`config.mk`:
```
export PLATFORM = sky130hd
export DESIGN_NAME = encoder_preset_positioner
export DESIGN_NICKNAME = d
export VERILOG_FILES = /design/src/hdl/epp_pkg.sv /design/src/hdl/epp_ram.sv /design/src/hdl/encoder_preset_positioner.sv
export SDC_FILE = /design/constraint.sdc
export NUM_CORES = 2
export LEC_CHECK = 0
export BUFFER_PORTS_ARGS = -buffer_cell sky130_fd_sc_hd__clkbuf_2
export CAP_MARGIN = 20
export CORE_ASPECT_RATIO = 1.5
export CORE_MARGIN = 2
export CORE_UTILIZATION = 64
export DETAILED_ROUTE_END_ITERATION = 8
export GPL_TIMING_DRIVEN = 0
export PLACE_DENSITY_LB_ADDON = 0.08
export SETUP_SLACK_MARGIN = 0.2
export SLEW_MARGIN = 20
export SYNTH_ARGS = -nofsm -noshare
export SYNTH_HDL_FRONTEND = slang
export SYNTH_SLANG_ARGS = --single-unit
```
`constraint.sdc`:
```
create_clock -name i_clk -period 8 [get_ports i_clk]
set_input_delay 2 -clock i_clk [delete_from_list [all_inputs] [get_ports i_clk]]
set_output_delay 2 -clock i_clk [all_outputs]
set_load 0.005 [all_outputs]
```
`src/hdl/epp_pkg.sv`:
```
// Shared types and constants for the encoder preset positioner.
package epp_pkg;

    // Field widths of the items.
    localparam int CMD_W    = 2;
    localparam int IDX_W    = 7;
    localparam int POS_W    = 8;
    localparam int SPR_W    = 13;
    localparam int STEP_W   = 14;
    localparam int ACT_W    = 2;
    localparam int HOLD_W   = 5;

    // Default size of the preset table.
    localparam int EPP_NUM_PRESETS = 128;

    // Command codes.
    localparam logic [CMD_W-1:0] CMD_SAMPLE = 2'd0;
    localparam logic [CMD_W-1:0] CMD_MOVE   = 2'd1;
    localparam logic [CMD_W-1:0] CMD_TICK   = 2'd2;

    // Action codes reported with each result.
    localparam logic [ACT_W-1:0] ACT_NONE    = 2'd0;
    localparam logic [ACT_W-1:0] ACT_SAVED   = 2'd1;
    localparam logic [ACT_W-1:0] ACT_CLEARED = 2'd2;
    localparam logic [ACT_W-1:0] ACT_RESET   = 2'd3;

    // Quadrature transitions, written as {previous code, new code}.
    localparam logic [3:0] ENC_UP_0 = 4'b1101;
    localparam logic [3:0] ENC_UP_1 = 4'b0100;
    localparam logic [3:0] ENC_UP_2 = 4'b0010;
    localparam logic [3:0] ENC_UP_3 = 4'b1011;
    localparam logic [3:0] ENC_DN_0 = 4'b1110;
    localparam logic [3:0] ENC_DN_1 = 4'b0111;
    localparam logic [3:0] ENC_DN_2 = 4'b0001;
    localparam logic [3:0] ENC_DN_3 = 4'b1000;

    // Dial and preset constants.
    localparam logic [POS_W-1:0] NEUTRAL_POS = 8'd127;
    localparam logic [POS_W-1:0] UNSET_WORD  = 8'd255;
    localparam logic [SPR_W-1:0] SPR_RESET   = 13'd200;

    // Button hold tick numbers.
    localparam logic [HOLD_W-1:0] HOLD_SAVE  = 5'd2;
    localparam logic [HOLD_W-1:0] HOLD_CLEAR = 5'd7;
    localparam logic [HOLD_W-1:0] HOLD_RESET = 5'd11;
    localparam logic [HOLD_W-1:0] HOLD_WRAP  = 5'd16;

    // Step count: ceil(4*d*spr/360) = floor((d*spr + 89) / 90).
    // The division by 90 is a shift by one and an exact reciprocal of 45
    // for 20-bit operands: floor(y/45) = (y * RECIP_45) >> RECIP_SHIFT.
    localparam int PROD_W      = POS_W + SPR_W;   // d * spr
    localparam int HALF_W      = PROD_W - 1;      // (d * spr + 89) >> 1
    localparam int RECIP_W     = 21;
    localparam int BIG_W       = HALF_W + RECIP_W;
    localparam int RECIP_SHIFT = 26;
    localparam int QUOT_W      = BIG_W - RECIP_SHIFT;
    localparam logic [PROD_W:0]    ROUND_UP  = 22'd89;
    localparam logic [RECIP_W-1:0] RECIP_45  = 21'd1491309;
    localparam logic [QUOT_W-1:0]  STEP_MAX  = 15'd16383;

    typedef struct packed {
        logic [CMD_W-1:0] cmd;
        logic             pin_a;
        logic             pin_b;
        logic [IDX_W-1:0] preset_index;
        logic             button_pressed;
    } t_epp_in;

    typedef struct packed {
        logic              drive_valid;
        logic              direction;
        logic [STEP_W-1:0] step_count;
        logic [POS_W-1:0]  position;
        logic [ACT_W-1:0]  action_code;
    } t_epp_out;

endpackage

```
`src/hdl/epp_ram.sv`:
```
// Generic single-port-write, single-port-read RAM with a registered read.
module epp_ram #(
    parameter int WIDTH = 8,
    parameter int DEPTH = 128
) (
    input  logic                     i_clk,
    input  logic                     i_we,
    input  logic [$clog2(DEPTH)-1:0] i_waddr,
    input  logic [WIDTH-1:0]         i_wdata,
    input  logic [$clog2(DEPTH)-1:0] i_raddr,
    output logic [WIDTH-1:0]         o_rdata
);

    logic [WIDTH-1:0] r_mem [DEPTH];
    logic [WIDTH-1:0] r_rdata;

    always_ff @(posedge i_clk) begin
        if (i_we) begin
            r_mem[i_waddr] <= i_wdata;
        end
        r_rdata <= r_mem[i_raddr];
    end

    assign o_rdata = r_rdata;

endmodule

```
`src/hdl/encoder_preset_positioner.sv`:
```
// Top level of the encoder preset positioner: dial tracking, preset table and step counts.
//
// Use of the block:
// Items enter on the input channel (i_in_valid / o_in_stall) and each one gives exactly
// one result item on the output channel (o_out_valid / i_out_stall). An item is taken at a
// rising edge with valid high and stall low. Encoder samples move the dial position by one
// count per valid Gray-code step, move requests look up a preset and report a direction and
// a step count, and button ticks count a consecutive hold that saves, clears or recenters.
// The register steps_per_rev is written through i_cfg_valid / o_cfg_ready / i_cfg_data;
// the user must do so only while the block is idle (no check); o_cfg_ready is always high.
//
// Timing: one item is worked on at a time. Samples, ticks and unused commands pass the
// execute step into the output register. A move passes the execute step on the preset entry
// read at acceptance, then distance times steps_per_rev, the reciprocal of the division by
// 90 and the finish step before it reaches the output register. The next item is taken once
// the block is back in idle. Each clear of the preset table (the seventh and the eleventh
// held tick) then holds o_in_stall high while the memory sweep writes every entry; the
// tick's result is delivered.
//
// Reset (synchronous, active low) recenters the dial to 127, clears the hold count and
// steps_per_rev goes to 200; it then sweeps the whole preset memory with the input
// stalled. A stalled receiver leaves the result in the output register, and one more item
// can be taken and computed behind it; that item then waits until the register is free.
module encoder_preset_positioner
    import epp_pkg::*;
#(
    parameter int NUM_PRESETS = EPP_NUM_PRESETS
) (
    input  logic             i_clk,
    input  logic             i_rst_n,
    input  logic             i_in_valid,
    input  t_epp_in          i_in_data,
    output logic             o_in_stall,
    output logic             o_out_valid,
    output t_epp_out         o_out_data,
    input  logic             i_out_stall,
    input  logic             i_cfg_valid,
    input  logic [SPR_W-1:0] i_cfg_data,
    output logic             o_cfg_ready
);

    localparam int ADDR_W = $clog2(NUM_PRESETS);
    // Width that holds both a preset index and a memory address.
    localparam int XW     = (ADDR_W > IDX_W) ? ADDR_W : IDX_W;
    localparam logic [XW:0]       PRESET_LIMIT = (XW + 1)'(NUM_PRESETS);
    localparam logic [ADDR_W-1:0] LAST_ADDR    = ADDR_W'(NUM_PRESETS - 1);
    // A memory entry is {valid, preset word}.
    localparam int MEM_W = POS_W + 1;

    typedef enum logic [2:0] {
        ST_IDLE,
        ST_EXEC,
        ST_MUL1,
        ST_MUL2,
        ST_FINISH
    } t_state;

    t_state            r_state, n_state;
    t_epp_in           r_item, n_item;
    logic [SPR_W-1:0]  r_spr, n_spr;
    logic [POS_W-1:0]  r_pos, n_pos;
    logic [1:0]        r_last, n_last;
    logic [HOLD_W-1:0] r_hold, n_hold;
    logic              r_move, n_move;
    logic              r_dir, n_dir;
    logic [POS_W-1:0]  r_diff, n_diff;
    logic [PROD_W-1:0] r_prod, n_prod;
    logic [BIG_W-1:0]  r_big, n_big;
    t_epp_out          r_res, n_res;
    logic              r_out_valid, n_out_valid;
    t_epp_out          r_out, n_out;
    logic              r_clr_active, n_clr_active;
    logic [ADDR_W-1:0] r_clr_addr, n_clr_addr;

    logic              ram_we;
    logic [ADDR_W-1:0] ram_waddr;
    logic [MEM_W-1:0]  ram_wdata;
    logic [ADDR_W-1:0] ram_raddr;
    logic [MEM_W-1:0]  ram_rdata;

    logic              save_we;
    logic [XW-1:0]     in_idx_ext;
    logic [XW-1:0]     item_idx_ext;
    logic              item_in_range;
    logic              accept;
    logic              out_free;

    // Working values of the execute and finish steps.
    t_epp_out          res;
    logic [3:0]        trans;
    logic [1:0]        code;
    logic [HOLD_W-1:0] hold_next;
    logic [POS_W-1:0]  word;
    logic [PROD_W:0]   rounded;
    logic [QUOT_W-1:0] quot;
    logic [STEP_W-1:0] steps;

    assign in_idx_ext    = XW'(i_in_data.preset_index);
    assign item_idx_ext  = XW'(r_item.preset_index);
    assign item_in_range = ({1'b0, item_idx_ext} < PRESET_LIMIT);

    assign o_in_stall  = (r_state != ST_IDLE) || r_clr_active;
    assign accept      = i_in_valid && !o_in_stall;
    assign out_free    = !r_out_valid || !i_out_stall;
    assign o_out_valid = r_out_valid;
    assign o_out_data  = r_out;
    assign o_cfg_ready = 1'b1;

    // The preset is read as the item is taken, so its entry is ready in the execute step.
    assign ram_raddr = in_idx_ext[ADDR_W-1:0];

    // The clearing sweep owns the write port; a save never falls in a sweep because
    // no item is taken while one runs.
    always_comb begin
        if (r_clr_active) begin
            ram_we    = 1'b1;
            ram_waddr = r_clr_addr;
            ram_wdata = {1'b0, UNSET_WORD};
        end else begin
            ram_we    = save_we;
            ram_waddr = item_idx_ext[ADDR_W-1:0];
            ram_wdata = {1'b1, r_pos};
        end
    end

    epp_ram #(
        .WIDTH (MEM_W),
        .DEPTH (NUM_PRESETS)
    ) u_preset_ram (
        .i_clk   (i_clk),
        .i_we    (ram_we),
        .i_waddr (ram_waddr),
        .i_wdata (ram_wdata),
        .i_raddr (ram_raddr),
        .o_rdata (ram_rdata)
    );

    always_comb begin
        n_state      = r_state;
        n_item       = r_item;
        n_spr        = r_spr;
        n_pos        = r_pos;
        n_last       = r_last;
        n_hold       = r_hold;
        n_move       = r_move;
        n_dir        = r_dir;
        n_diff       = r_diff;
        n_prod       = r_prod;
        n_big        = r_big;
        n_res        = r_res;
        n_out        = r_out;
        n_out_valid  = r_out_valid && i_out_stall;
        n_clr_active = r_clr_active;
        n_clr_addr   = r_clr_addr;
        save_we      = 1'b0;
        res          = '0;
        code         = {r_item.pin_a, r_item.pin_b};
        trans        = {r_last, code};
        hold_next    = r_hold + 1'b1;
        word         = ram_rdata[POS_W-1:0];
        rounded      = '0;
        quot         = '0;
        steps        = '0;

        if (i_cfg_valid) begin
            n_spr = i_cfg_data;
        end

        if (r_clr_active) begin
            if (r_clr_addr == LAST_ADDR) begin
                n_clr_active = 1'b0;
            end else begin
                n_clr_addr = r_clr_addr + 1'b1;
            end
        end

        case (r_state)
            ST_IDLE: begin
                if (accept) begin
                    n_item  = i_in_data;
                    n_state = ST_EXEC;
                end
            end

            ST_EXEC: begin
                n_move = 1'b0;
                case (r_item.cmd)
                    CMD_SAMPLE: begin
                        case (trans) inside
                            ENC_UP_0, ENC_UP_1, ENC_UP_2, ENC_UP_3: n_pos = r_pos + 1'b1;
                            ENC_DN_0, ENC_DN_1, ENC_DN_2, ENC_DN_3: n_pos = r_pos - 1'b1;
                            default: ;
                        endcase
                        n_last = code;
                    end
                    CMD_MOVE: begin
                        n_move = item_in_range && ram_rdata[POS_W] && (word != UNSET_WORD);
                        n_dir  = (word > r_pos);
                        n_diff = (word > r_pos) ? (word - r_pos) : (r_pos - word);
                    end
                    CMD_TICK: begin
                        if (!r_item.button_pressed) begin
                            n_hold = '0;
                        end else begin
                            if (hold_next == HOLD_SAVE) begin
                                if (item_in_range) begin
                                    save_we         = 1'b1;
                                    res.action_code = ACT_SAVED;
                                end
                            end else if (hold_next == HOLD_CLEAR) begin
                                n_clr_active    = 1'b1;
                                n_clr_addr      = '0;
                                res.action_code = ACT_CLEARED;
                            end else if (hold_next == HOLD_RESET) begin
                                n_clr_active    = 1'b1;
                                n_clr_addr      = '0;
                                n_pos           = NEUTRAL_POS;
                                res.action_code = ACT_RESET;
                            end
                            n_hold = (hold_next >= HOLD_WRAP) ? '0 : hold_next;
                        end
                    end
                    default: ;
                endcase
                res.position = n_pos;

                if (r_item.cmd == CMD_MOVE) begin
                    n_res   = res;
                    n_state = ST_MUL1;
                end else if (out_free) begin
                    n_out       = res;
                    n_out_valid = 1'b1;
                    n_state     = ST_IDLE;
                end else begin
                    n_res   = res;
                    n_state = ST_FINISH;
                end
            end

            ST_MUL1: begin
                n_prod  = PROD_W'(r_diff) * PROD_W'(r_spr);
                n_state = ST_MUL2;
            end

            ST_MUL2: begin
                rounded = (PROD_W + 1)'(r_prod) + ROUND_UP;
                n_big   = BIG_W'(rounded[PROD_W-1:1]) * BIG_W'(RECIP_45);
                n_state = ST_FINISH;
            end

            ST_FINISH: begin
                res = r_res;
                if (r_move) begin
                    quot  = r_big[BIG_W-1:RECIP_SHIFT];
                    steps = (quot > STEP_MAX) ? STEP_MAX[STEP_W-1:0] : quot[STEP_W-1:0];
                    if (steps != '0) begin
                        res.drive_valid = 1'b1;
                        res.direction   = r_dir;
                        res.step_count  = steps;
                    end
                end
                if (out_free) begin
                    n_out       = res;
                    n_out_valid = 1'b1;
                    n_move      = 1'b0;
                    n_state     = ST_IDLE;
                end
            end

            default: n_state = ST_IDLE;
        endcase
    end

    always_ff @(posedge i_clk) begin
        if (!i_rst_n) begin
            r_state      <= ST_IDLE;
            r_spr        <= SPR_RESET;
            r_pos        <= NEUTRAL_POS;
            r_last       <= '0;
            r_hold       <= '0;
            r_move       <= 1'b0;
            r_out_valid  <= 1'b0;
            r_clr_active <= 1'b1;
            r_clr_addr   <= '0;
        end else begin
            r_state      <= n_state;
            r_spr        <= n_spr;
            r_pos        <= n_pos;
            r_last       <= n_last;
            r_hold       <= n_hold;
            r_move       <= n_move;
            r_out_valid  <= n_out_valid;
            r_clr_active <= n_clr_active;
            r_clr_addr   <= n_clr_addr;
        end
        r_item <= n_item;
        r_dir  <= n_dir;
        r_diff <= n_diff;
        r_prod <= n_prod;
        r_big  <= n_big;
        r_res  <= n_res;
        r_out  <= n_out;
    end

endmodule

```
==> results.py <==
metrics = {
    "run_status": {
        "status": "complete, no violations",
    },
    "timing": {
        "fin_hold_ws_ps": 508,
        "drv_slew": 0,
        "worst_pin_slew_ps": 1240,
        "slew-limit-headroom": 0.177,
        "fin_tns_setup_ps": 0,
        "final-hold-violation-count": 0,
        "grt_setup_unrepaired": "yes",
        "setup_violations": 0,
        "worst_clock_skew_ps": 35.3,
        "timing.fmax_mhz": 132,
        "period_minus_slack_ps": 7590,
        "timing.final.crit_share": 0.949,
    },
    "logic_synthesis": {
        "netlist_area_mm2": 0.0602,
        "synth_compound_area_frac": 0.0174,
        "synthCells": 3420,
        "ys_ff_latch": 1295,
        "synth.avg_cell_area_um2": 17.6,
        "yosys.area_share.simple": 0.0438,
        "synthDistinctLibCells": 57,
        "synth-main-ff-cell": "edfxtp_1",
        "synthAdderAreaFrac": 0.114,
        "synth_top_area_cell": "edfxtp_1",
        "synthesis.nets": 3884,
        "synth_top_family_by_area": "multiplexers",
        "async_flop_share": 0,
        "yosysSeqAreaShare": 0.638,
        "synthMuxAreaShare": 0.148,
        "synthXorXnorAreaFrac": 0.00990,
        "synth.area.top_cells": "edfxtp_1, mux4_2, fa_1, ha_1, inv_1",
        "synth_edf_count": 1245,
        "yosys_warnings": 0,
        "yosysTopAreaCellShare": 0.621,
    },
    "global_route": {
        "grt_max_degree": 77,
        "grt_antenna_before_repair": 4,
        "grtUsageTotal": 0.320,
        "first_global_vias": 33900,
        "grt_pass1_wl_um": 219000,
        "overflow": 0,
    },
    "route": {
        "first_iter_violations": 3269,
        "detail-route-antenna-nets": 0,
        "first_pass_iters": 6,
        "via_per_inst": 6.46,
        "drc": 0,
        "routedWlPerCell_um": 30.1,
        "wl_um": 150000,
        "num_vias": 32100,
    },
    "critical_path": {
        "r2r_start": "r_prod[1]",
        "cp_data_required_time_ps": 8440,
        "crit_slowest_cell": "fa_1",
        "path_delay_family": "adder cells",
        "path_max_fanout": 4,
        "crit_path_end_kind": "flip-flop",
        "path_cells": "and3_1 -> or3_1 -> a21oi_4 -> buf_4 -> xnor2_2 -> ha_1 -> fa_1 -> ha_1 -> inv_1 -> fa_1 -> fa_1 -> fa_1 -> inv_1 -> ha_1 -> ha_1 -> or2_2 -> or4_1 -> o22ai_4 -> a211oi_4 -> o21ai_1 -> nand2_2 -> o41ai_4 -> o21bai_1 -> xor2_1",
        "reg2reg_to": "r_big[39]",
        "cp_data_arrival_time_ps": 8030,
        "cpPeakStageDelay_ps": 670,
        "start_kind": "flip-flop",
        "crit_buf_inv": 3,
        "rr_worst_depth": 24,
        "r2r_slack_ps": 410,
        "critPathKind": "reg -> reg",
    },
    "min_path": {
        "worstHoldPathCells": 2,
        "min_to": "r_move",
        "worstHoldPathType": "reg -> reg",
        "hold_start": "r_move",
    },
    "cts": {
        "cts.sinks": 1295,
        "cts_tree": "done",
        "clock_latency_ps": 730,
        "cts_max_path_buffers": 3,
        "cts_buffers": 112,
        "cts_hold_buf": 0,
        "cts_root_buffer": "clkbuf_16",
        "path_clk_slew_ps": 60,
        "h-tree-depth": 3,
    },
    "floorplanning": {
        "die_h_um": 380,
        "rows": 137,
        "start_util": 0.647,
        "die-width_um": 254,
        "core_area_mm2": 0.0931,
        "io_pins": 59,
        "die_area_mm2": 0.0966,
    },
    "final_layout": {
        "drive_gt1_frac": 0.199,
        "n_fill_cell": 5727,
        "syn2layout_area_growth_pct": 10.7,
        "fin_util": 0.716,
        "final_nets": 4077,
        "final_cell_mix": "edfxtp_1, mux4_2, inv_1",
        "final_common_cell": "edfxtp_1",
        "final_cell_area_mm2": 0.0667,
    },
    "place": {
        "routabilityCongestion": 1.02,
        "hpwlAfterDp_um": 107000,
        "postPlaceCellArea_mm2": 0.0625,
        "portBuffers": 56,
    },
    "job": {
        "cap_violations": 0,
    },
    "power_and_ir_drop": {
        "ir_drop_mv": 0.222,
        "total_power_mw": 13.8,
        "p_per_area_mw_per_mm2": 207,
        "p_leak_nw": 25.7,
    },
}
-- cell usage after synthesis, types with 13 or more instances --
master,count
a21oi_1,54
buf_2,13
nand4_1,16
ha_1,246
o21ai_0,30
buf_4,13
clkbuf_1,86
fa_1,188
nor3_1,17
dfxtp_1,50
and3_1,14
and2_1,58
edfxtp_1,1245
nand2b_1,14
inv_1,323
mux2i_1,25
mux4_2,378
xnor2_1,46
nand3_1,35
buf_1,17
xor2_1,22
nand2_1,157
nor2_1,245
-- sequential cells by signal (all words and copies together), names as in the netlist, 7 cells and up --
register / flops
r_spr: 13
r_prod: 21
r_clr_addr: 7
u_preset_ram.o_rdata: 9
o_out_data: 26
item_idx_ext: 7
r_pos: 8
r_big: 15
u_preset_ram.r_mem: 1152
r_res: 10
r_diff: 8
-- worst max path at each step --
stage                                       to  depth (start not counted)          from
finish                               r_big[39]                         24     r_prod[1]
global route                         r_big[39]                         26     r_prod[1]
CTS                                  r_big[39]                         24     r_prod[2]
detailed placement                   r_big[37]                         27     r_prod[1]
global placement    u_preset_ram.r_mem[114][2]                          3  r_clr_active
floorplan                            r_big[39]                         26     r_prod[2]
-- stage by stage --
stage               worst slack, ps  cells
floorplan                       937   3420
global placement              -3190   4727
detailed placement             -610   4742
CTS                             203   4956
global route                    174   4962
finish                          409   4965
-- area by class of cell --
| class | count | area [um^2] | share of cell area |
|---|---|---|---|
| Antenna cell | 3 | 7.51 | 0.000113 |
| Buffer | 131 | 592 | 0.00888 |
| Clock buffer | 138 | 3000 | 0.0451 |
| Clock inverter | 74 | 838 | 0.0126 |
| Inverter | 323 | 1210 | 0.0182 |
| Multi-Input combinational cell | 1671 | 20400 | 0.306 |
| Sequential cell | 1295 | 38400 | 0.576 |
| Tap cell | 1251 | 1570 | 0.0235 |
| Timing Repair Buffer | 79 | 672 | 0.0101 |
-- routing by layer --
metal	global-route usage	share of wire	vias to the layer above
met3	0.0455	0.067	461
li1	-	-	13400
met1	0.361	0.32	16500
met2	0.554	0.52	1661
met5	0	0.00011	-
met4	0.233	0.088	2
-- worst min-delay path: cells and delay by family (launching register included) --
| kind | cells | cell delay [ps] |
|---|---|---|
| AOI/OAI and AO/OA | 1 | 70 |
| and+or+nand+nor | 1 | 70 |
| DFF | 1 | 340 |
-- power by group --
part           switching [mW]  internal (mW)  leakage, nW
combinational           0.451          0.310         10.0
clock                    2.48           3.18         1.86
sequential             0.0118           7.35         13.8
total                    2.95           10.8         25.7
-- cells by family after synthesis --
group,after synthesis
flip-flops,1295
AND/OR/NAND/NOR,591
buffers and inverters,454
adder cells (fa/ha/maj),434
multiplexers,414
AO/OA/AOI/OAI,163
XOR/XNOR,68
other,1
-- timing repair --
item / CTS / global route
setup endpoints to repair: 14 / 9
buffers inserted: 2 / 5
gates resized for setup: 21 / 24
pin swaps: 3 / 4
No activity file was read; power rests on OpenSTA's default activity.
